`src/lmr_pkg.sv`:
```
// Shared types and constants for the length-prefixed message ring
package lmr_pkg;

    localparam int LEN_W     = 10;
    localparam int BYTE_W    = 8;
    localparam int CNT_W     = 10;
    localparam int HDR_BYTES = 4;
    localparam logic [CNT_W-1:0] CNT_MAX = 10'd1023;

    typedef enum logic [1:0] {
        REQ_START   = 2'd0,
        REQ_PAYLOAD = 2'd1,
        REQ_RECV    = 2'd2,
        REQ_NONE    = 2'd3
    } t_req;

    typedef enum logic [1:0] {
        ST_OK      = 2'd0,
        ST_NOSPACE = 2'd1,
        ST_EMPTY   = 2'd2,
        ST_NOSEND  = 2'd3
    } t_status;

    typedef struct packed {
        logic       load;
        logic       set_send;
        logic       wr_hdr;
        logic [1:0] hdr_idx;
        logic       wr_pay;
        logic       rd;
        logic       cap_lo;
        logic       cap_hi;
        logic       set_recv;
        logic       dec_recv;
        logic       emit;
        t_status    status;
        logic       with_data;
    } t_cmd;

    typedef struct packed {
        t_req req;
        logic send_zero;
        logic recv_zero;
        logic len_zero;
        logic space_ok;
        logic have_hdr;
        logic hdr_zero;
        logic out_free;
    } t_sts;

endpackage

```
`src/lmr_ctrl.sv`:
```
// Controller: sequences header writes, header reads and result delivery
module lmr_ctrl (
    input  logic          i_clk,
    input  logic          i_rst_n,
    input  logic          i_valid,
    output logic          o_ready,
    input  lmr_pkg::t_sts i_sts,
    output lmr_pkg::t_cmd o_cmd
);

    typedef enum logic [2:0] {
        S_IDLE,
        S_EXEC,
        S_HDR_WR,
        S_HDR_RD,
        S_HDR_CHK,
        S_PAY_RD,
        S_DONE
    } t_state;

    t_state            r_state, n_state;
    logic [1:0]        r_cnt, n_cnt;
    lmr_pkg::t_status  r_status, n_status;
    logic              r_with_data, n_with_data;

    assign o_ready = (r_state == S_IDLE);

    always_comb begin
        o_cmd       = '0;
        o_cmd.status    = r_status;
        o_cmd.with_data = r_with_data;
        o_cmd.hdr_idx   = r_cnt;
        n_state     = r_state;
        n_cnt       = r_cnt;
        n_status    = r_status;
        n_with_data = r_with_data;
        unique case (r_state)
            S_IDLE: begin
                n_with_data = 1'b0;
                n_status    = lmr_pkg::ST_OK;
                if (i_valid) begin
                    o_cmd.load = 1'b1;
                    n_state    = S_EXEC;
                end
            end
            S_EXEC: begin
                n_state = S_DONE;
                unique case (i_sts.req)
                    lmr_pkg::REQ_START: begin
                        if (!i_sts.send_zero || i_sts.len_zero || !i_sts.space_ok) begin
                            n_status = lmr_pkg::ST_NOSPACE;
                        end else begin
                            o_cmd.set_send = 1'b1;
                            n_cnt          = 2'd0;
                            n_state        = S_HDR_WR;
                        end
                    end
                    lmr_pkg::REQ_PAYLOAD: begin
                        if (i_sts.send_zero) begin
                            n_status = lmr_pkg::ST_NOSEND;
                        end else begin
                            o_cmd.wr_pay = 1'b1;
                        end
                    end
                    lmr_pkg::REQ_RECV: begin
                        if (!i_sts.recv_zero) begin
                            o_cmd.rd       = 1'b1;
                            o_cmd.dec_recv = 1'b1;
                            n_with_data    = 1'b1;
                        end else if (!i_sts.have_hdr) begin
                            n_status = lmr_pkg::ST_EMPTY;
                        end else begin
                            o_cmd.rd = 1'b1;
                            n_cnt    = 2'd1;
                            n_state  = S_HDR_RD;
                        end
                    end
                    default: begin
                        n_status = lmr_pkg::ST_OK;
                    end
                endcase
            end
            S_HDR_WR: begin
                o_cmd.wr_hdr = 1'b1;
                n_cnt        = r_cnt + 1'b1;
                if (r_cnt == 2'd3) begin
                    n_state = S_DONE;
                end
            end
            S_HDR_RD: begin
                o_cmd.rd     = 1'b1;
                o_cmd.cap_lo = (r_cnt == 2'd1);
                o_cmd.cap_hi = (r_cnt == 2'd2);
                n_cnt        = r_cnt + 1'b1;
                if (r_cnt == 2'd3) begin
                    n_state = S_HDR_CHK;
                end
            end
            S_HDR_CHK: begin
                if (i_sts.hdr_zero) begin
                    n_status = lmr_pkg::ST_EMPTY;
                    n_state  = S_DONE;
                end else begin
                    o_cmd.set_recv = 1'b1;
                    n_state        = S_PAY_RD;
                end
            end
            S_PAY_RD: begin
                o_cmd.rd       = 1'b1;
                o_cmd.dec_recv = 1'b1;
                n_with_data    = 1'b1;
                n_state        = S_DONE;
            end
            S_DONE: begin
                if (i_sts.out_free) begin
                    o_cmd.emit = 1'b1;
                    n_state    = S_IDLE;
                end
            end
            default: begin
                n_state = S_IDLE;
            end
        endcase
    end

    always_ff @(posedge i_clk) begin
        if (!i_rst_n) begin
            r_state     <= S_IDLE;
            r_cnt       <= 2'd0;
            r_status    <= lmr_pkg::ST_OK;
            r_with_data <= 1'b0;
        end else begin
            r_state     <= n_state;
            r_cnt       <= n_cnt;
            r_status    <= n_status;
            r_with_data <= n_with_data;
        end
    end

endmodule

```
`config.mk`:
```
export PLATFORM = sky130hd
export DESIGN_NAME = lmr_ctrl
export DESIGN_NICKNAME = d
export VERILOG_FILES = /design/src/lmr_pkg.sv /design/src/lmr_ctrl.sv
export SDC_FILE = /design/constraint.sdc
export NUM_CORES = 1
export LEC_CHECK = 0
export BUFFER_PORTS_ARGS = -buffer_cell sky130_fd_sc_hd__buf_2
export CORE_UTILIZATION = 46
export CTS_CLUSTER_SIZE = 12
export DETAILED_ROUTE_END_ITERATION = 16
export GPL_TIMING_DRIVEN = 0
export PLACE_DENSITY = 0.79
export SLEW_MARGIN = 20
export SYNTH_ARGS = -nofsm -noshare
export SYNTH_HDL_FRONTEND = slang
export SYNTH_SLANG_ARGS = --single-unit
export TNS_END_PERCENT = 20
```
`constraint.sdc`:
```
create_clock -name i_clk -period 1.5 [get_ports i_clk]
set_clock_uncertainty 0.15 [all_clocks]
set_input_delay 0 -clock i_clk [delete_from_list [all_inputs] [get_ports i_clk]]
set_output_delay 0 -clock i_clk [all_outputs]
set_load 0.02 [all_outputs]
```
==> metrics, run 1 <==
vias in the first global route=around 700; antenna-violating nets left=0; fin nets=149; Crit path arrival time=1.35 ns; number of cell instances on the worst register-to-register path=5; Total Wirelength=slightly below 2 mm; Synth Area per Inst=approximately 7.4 um2; total of buffers placed on input and output ports=27; drt first-iter violations=64; leakage component of the power=approximately 0.00047 uW; worst hold path class=primary input to flip-flop; half-perimeter wire length after detailed placement=between 1 and 1.5 mm; via density per instance=5.80; number of H-tree branching levels=1; router iterations before antenna repair=4; row count=13; Switching Power=roughly 430 uW; average routed wire per standard cell=approximately 13 um; Sinks on Clock Net=8; worst reg2reg path startpoint=r_state[0]; Gate Count Post-Synth=94; Post-Syn Nets=about 110; worst r2r dst=r_status[0]; Simple-Gate Fraction of Synth Area=32.5%; setup violation total in the final timing report=1; highest net fanout along the worst path=5; combinational family with the most area after synthesis=simple AND/OR/NAND/NOR gates; compound-cell area share of the yosys netlist=22.1%; Setup Crit Path Kind=flip-flop to output port; x dimension of the die=40.8 um; Post-Synth XOR/XNOR Area=0%; fill cell count=111; CP Launch Type=flip-flop; placer's final routability congestion estimate=between 0.9 and 1; CTS max path bufs=2; overflow left after global routing=0; Chip Height=just over 40 um; post-synthesis instance area=slightly below 700 um2; crit path from=r_state[0]; vias after detailed routing=approximately 830; Slew Limit Headroom=between 70% and 80%; Top Ports=28; layout cells sized above 1=36.7%; Max Slew Vio Count=0; multiplexer fraction of the synthesized cell area=0%; Cell Count, Final, Fillers Out=between 100 and 150; switching power as a share of total power=43.5%; CP Cell Sequence=buf_6 > or3b_4 > nor2_1 > buf_4; maximum ir drop on the vdd rail=around 830 uV; Area growth syn-to-layout=39.1%; capturing element type of the critical path=output port; maximum single-stage delay on the critical path=roughly 0.4 ns; maximum number of pins on one net before global-route repair=11; unrepaired setup endpoints after global routing=yes; Yosys cell types=33; sequential element share of the synthesized area=between 20% and 30%; post-route minimum period=between 1.5 and 2 ns; Root Driver=clkbuf_4; clock tree from TritonCTS=yes; failing checks=negative setup slack; Int Power=roughly 560 uW; cell count after placement=136; source-to-sink clock delay at the later pin of the worst-skew pair=~0.27 ns; Worst EP required=approximately 1.4 ns; ratio of total power to cell area=between 1000 and 1500 mW/mm2; highest clock frequency the design can meet=0.666 GHz; post-place setup slack=-0.0536 ns; Hold Violations, Final=0; clk slew on worst S/H paths=around 0.06 ns; outcome=finished with violations; core outline area=between 0.001 and 0.0015 mm2; crit path max-delay cell type=or3b_4; area enclosed by the die boundary=approximately 0.0017 mm2; Combinational Power Share=approximately half; detailed-route DRC error count=0; number of CTS-inserted buffers=3; Slew @ Worst Pin=between 0.3 and 0.4 ns; setup slack, reg-to-reg=around 0.030 ns; share of power burned in registers=roughly 29%; number of antenna violations at the first check in global routing=0; initial core utilization=between 50% and 60%; final period utilization=100%; register bit count reported by yosys=8; crit path setup slack, layout=-0.000472 ns; portion of total power attributed to the clock network=between 10% and 20%; number of max-cap violations=0; number of synthesis warnings=0; first-pass GRT wire length=approximately 2.9 mm; overall global routing resource usage=about a quarter; number of antenna diodes=0; share of the core filled with cells=71.3%; Critical Path End=o_cmd[13]; fraction of the mapped netlist area in adder cells=12.7%
==> worst max-delay path, delay by kind of cell, from the launching register on <==
kind / cells / cell delay [ns]
and+or+nand+nor: 2 / 0.50
DFF: 1 / 0.33
buffers and inverters: 2 / 0.24
==> timing repair <==
| action | in CTS | in global routing |
|---|---|---|
| cloned | 0 | 1 |
| pin swaps | 2 | 0 |
| hold endpoints to repair | 8 | 0 |
| gates resized for setup | 8 | 11 |
| endpoints found under the setup margin | 10 | 11 |
| hold buffers | 3 | 0 |
| buffers inserted | 0 | 0 |
==> worst min-delay path by stage <==
stage,startpoint,endpoint,slack (ns),cells after the start
after global placement,i_rst_n,r_state[0],0.13,2
after detailed placement,i_rst_n,r_with_data,0.13,2
after floorplan,i_rst_n,r_with_data,-0.03,1
after global routing,i_sts[8],r_status[0],0.09,5
after CTS,i_sts[8],r_status[0],0.04,5
final,i_sts[8],r_status[0],0.06,5
==> state kept, by name, indices dropped and copies added (netlist names) <==
name	flops
r_state	3
r_status	2
r_with_data	1
r_cnt	2
==> cell families (layout without fill, tap and decap cells) <==
family	count (synthesis)	after routing
AND/OR/NAND/NOR	41	41
adder cells (fa/ha/maj)	7	7
flip-flops	8	8
buffers and inverters	15	49
AO/OA/AOI/OAI	23	23
==> layout by cell type (no fill, tap or decap), types with 2 or more instances in the layout <==
master and count:
buf_2 27, inv_1 10, nor2_1 10, ha_1 7, a21oi_1 6, nand2b_1 5, o21ai_0 4, and3_1 4
dfxtp_1 4, buf_4 3, buf_6 3, nor2b_1 3, nand2_1 3, clkbuf_4 3, dlygate4sd3_1 3, dfxtp_2 3
nor3_2 2, nor2_2 2, nor3_1 2, o21a_1 2, a211oi_1 2
==> per-layer routing <==
| layer | share of wire (%) | track usage [%] | vias to the layer above |
|---|---|---|---|
| met3 | 6.5 | 5.98 | 12 |
| met1 | 43 | 30.9 | 370 |
| li1 | - | - | 403 |
| met4 | 4.8 | 15.0 | 0 |
| met2 | 45 | 42.6 | 44 |
| met5 | 0 | 0 | - |
==> per-stage QoR <==
stage	hold slack, ns	TNS (ns)	power, uW	cell area, um2
2_1_floorplan	-0.0325	-0.0427	606	702
3_3_place_gp	0.131	-0.0493	721	856
3_5_place_dp	0.128	-0.0619	732	856
4_1_cts	0.0420	-0.00400	943	927
5_1_grt	0.0850	-0.161	1050	962
6_report	0.0644	-0.000472	986	962
==> power by group through the flow <==
stage / clock, uW / sequential (uW) / combinational (uW)
2_1_floorplan: 0 / 293 / 313
3_3_place_gp: 0 / 280 / 441
3_5_place_dp: 0 / 283 / 448
6_report: 186 / 290 / 510
4_1_cts: 187 / 282 / 474
5_1_grt: 197 / 297 / 555
==> Yosys cell counts <==
cell / instances / share of area [%]
a211oi_1: 2 / 2.2
a21oi_1: 6 / 4.3
a221oi_1: 1 / 1.3
a222oi_1: 1 / 1.4
a31oi_1: 1 / 0.90
and2_1: 1 / 0.90
and3_1: 5 / 4.5
and3b_1: 1 / 1.3
buf_2: 2 / 1.4
buf_4: 2 / 2.2
clkbuf_1: 1 / 0.54
dfxtp_1: 8 / 23
ha_1: 7 / 13
inv_1: 10 / 5.4
nand2_1: 3 / 1.6
nand2b_1: 5 / 4.5
nand3_1: 1 / 0.72
nand3b_1: 1 / 1.1
nand4b_1: 1 / 1.3
nor2_1: 12 / 6.5
nor2b_1: 3 / 2.7
nor3_1: 4 / 2.9
nor3b_1: 1 / 1.1
nor4_1: 1 / 0.90
o2111a_1: 1 / 1.6
o2111ai_1: 1 / 1.3
o21a_1: 2 / 2.2
o21ai_0: 4 / 2.9
o21ai_1: 1 / 0.72
o221ai_1: 1 / 1.3
o22ai_1: 1 / 0.90
o31ai_1: 1 / 1.1
or3b_1: 2 / 2.5
==> layout make-up <==
class	instances	area, um2	share of cell area (%)
plain buffers	5	42.5	4.42
clock buffers	3	22.5	2.34
inverters	10	37.5	3.90
multi-input cells	71	494	51.4
flip-flops and latches	8	168	17.4
well taps	15	18.8	1.95
repair buffers	31	179	18.6
Note: power is estimated with default switching activity, not from simulation.
==> inputs of run 2 (changes only) <==
CORE_UTILIZATION = 40   (was 46)
PLACE_DENSITY = 0.7   (was 0.79)
==> run 2 against run 1 <==
Compared with the run above: the run ends with design-rule violations left; non-clock buffer count fell by 1; maximum frequency rose by 1.1%; critical path depth rose by 1; critical path type is now flip-flop to flip-flop; critical endpoint is now r_status[0]; largest cell class unchanged.
==> metrics, run 2 (synthesized netlist as in run 1, its figures left out) <==
total of buffers placed on input and output ports=27 (unchanged); highest net fanout along the worst path=9 (+4); most flop-heavy register=r_state; setup violation total in the final timing report=0 (-1); crit path buf inv count=1 (-1); Total Wirelength=1.74 mm (-9.4%); row count=14 (+1); maximum single-stage delay on the critical path=0.40 ns (about the same); number of antenna diodes=0 (unchanged); CP Launch Type=flip-flop; CP Cell Sequence=buf_6 > or3b_4 > nor4_2 > o21ai_1 > o31ai_1; number of H-tree branching levels=1 (unchanged); setup slack, reg-to-reg=0.02 ns (about the same); Largest register FFs=3 (unchanged); Top Ports=28 (unchanged); overall global routing resource usage=21.0% (-5.2 points); Chip Height=43.6 um (+6.9%); final period utilization=98.9% (-1.1 points); area enclosed by the die boundary=0.00190 mm2 (+14%); failing checks=design-rule violations; setup TNS=0 ns (+0.000472 ns); portion of total power attributed to the clock network=17.4% (-1.5 points); Sinks on Clock Net=8 (unchanged); vias after detailed routing=790 (-4.7%); half-perimeter wire length after detailed placement=1.34 mm (about the same); initial core utilization=44.4% (-6.9 points); unrepaired setup endpoints after global routing=yes; Worst EP required=1.51 ns (+0.16 ns); clk slew on worst S/H paths=0.05 ns (about the same); Hold Violations, Final=0 (unchanged); Root Driver=clkbuf_4; fin nets=148 (-0.67%); share of power burned in registers=30.3% (+0.9 points); maximum ir drop on the vdd rail=470 uV (-43%); maximum number of pins on one net before global-route repair=11 (unchanged); Int Power=554 uW (-0.66%); highest clock frequency the design can meet=0.674 GHz (+1.1%); Setup Crit Path Kind=flip-flop to flip-flop; clock tree from TritonCTS=yes; number of antenna violations at the first check in global routing=0 (unchanged); drt first-iter violations=28 (-56%); core outline area=0.00156 mm2 (+15%); capturing element type of the critical path=flip-flop; Slew @ Worst Pin=0.258 ns (-0.0756 ns); Switching Power=400 uW (-6.7%); Max Slew Vio Count=0 (unchanged); placer's final routability congestion estimate=0.819 (-9.1%); CTS max path bufs=2 (unchanged); delay-heaviest family, CP=simple AND/OR/NAND/NOR gates; overflow left after global routing=0 (unchanged); router iterations before antenna repair=10 (+6); number of max-cap violations=0 (unchanged); Combinational Power Share=52.3% (+0.6 points); number of buffers inserted to repair setup after CTS=0 (unchanged); vias in the first global route=701 (-0.43%); source-to-sink clock delay at the later pin of the worst-skew pair=0.26 ns (about the same); crit path max-delay cell type=or3b_4; outcome=finished with violations; share of the core filled with cells=61.9% (-9.4 points); first-pass GRT wire length=2.88 mm (+0.24%); average routed wire per standard cell=12.2 um (-9.4%); post-route minimum period=1.48 ns (-0.0165 ns); x dimension of the die=43.6 um (+6.9%); Crit path arrival time=1.49 ns (+0.14 ns); via density per instance=5.52 (-4.7%); ratio of total power to cell area=988 mW/mm2 (-3.5%); Area growth syn-to-layout=39.4%; worst hold path class=primary input to flip-flop; layout cells sized above 1=36.2% (-0.50 points); most common cell after layout, fill and taps aside=buf_2; most frequent cells in the layout=buf_2, inv_1, nor2_1; Slew Limit Headroom=82.8% (+5.0 points); leakage component of the power=0.000468 uW (-0.27%); number of CTS-inserted buffers=3 (unchanged); fill cell count=142 (+28%); antenna-violating nets left=0 (unchanged); detailed-route DRC error count=2 (+2); switching power as a share of total power=41.9% (-1.5 points); leading registers by flop count=r_state x3, r_cnt x2, r_status x2
run 2: changes by cell type in the layout (fill, tap and decap cells not counted), sizes merged:
cell / delta
buf: -2
clkbuf: +1
run 2: path summary, 6_finish.rpt:
check | startpoint | endpoint | cells after the start
max | r_state[0] | r_status[0] | 5
min | i_sts[8] | r_status[0] | 5
max reg2reg | r_state[0] | r_status[0] | 5
min reg2reg | r_status[0] | r_status[0] | 2
run 2: what timing repair did:
action / in CTS / in global routing
gates resized for setup: 10 / 8
setup endpoints to repair: 11 / 10
pin swaps: 2 / 0
endpoints found under the hold margin: 5 / 0
hold buffers: 3 / 0
run 2: layer usage:
layer	global-route usage, %	wire, um
met2	38.8	876
met1	21.1	732
met4	7.50	12
met3	7.92	122
met5	0	0
run 2: cell type report:
class | count | area (um2) | area share, %
Multi-Input combinational cell | 71 | 499 | 51.8
Timing Repair Buffer | 30 | 174 | 18.0
Sequential cell | 8 | 166 | 17.3
Buffer | 5 | 45.0 | 4.67
Inverter | 10 | 37.5 | 3.89
Clock buffer | 3 | 22.5 | 2.33
Tap cell | 16 | 20.0 | 2.08
run 2: worst min-delay path: cells and delay by family:
family | cells | cell delay [ns]
adders and majority gates | 1 | 0.16
and+or+nand+nor | 1 | 0.05
buffers and inverters | 1 | 0.10
AOI/OAI and AO/OA | 2 | 0.16
run 2: per-stage QoR:
step,worst slack [ns],hold WS [ns],instances,total power (uW),area [um2]
2_1_floorplan,-0.0427,-0.0325,94,606,702
4_1_cts,-0.00799,0.111,143,938,941
5_1_grt,-0.0536,0.133,143,1020,965
3_3_place_gp,-0.0328,0.136,137,726,857
6_report,0.0160,0.113,143,954,965
3_5_place_dp,-0.0476,0.139,137,732,857
run 2: power groups by stage:
stage / clock, uW / combinational [uW] / sequential [uW]
after CTS: 173 / 480 / 285
final: 166 / 499 / 289
after detailed placement: 0 / 447 / 285
after global placement: 0 / 441 / 285
after floorplan: 0 / 313 / 293
after global routing: 181 / 543 / 295
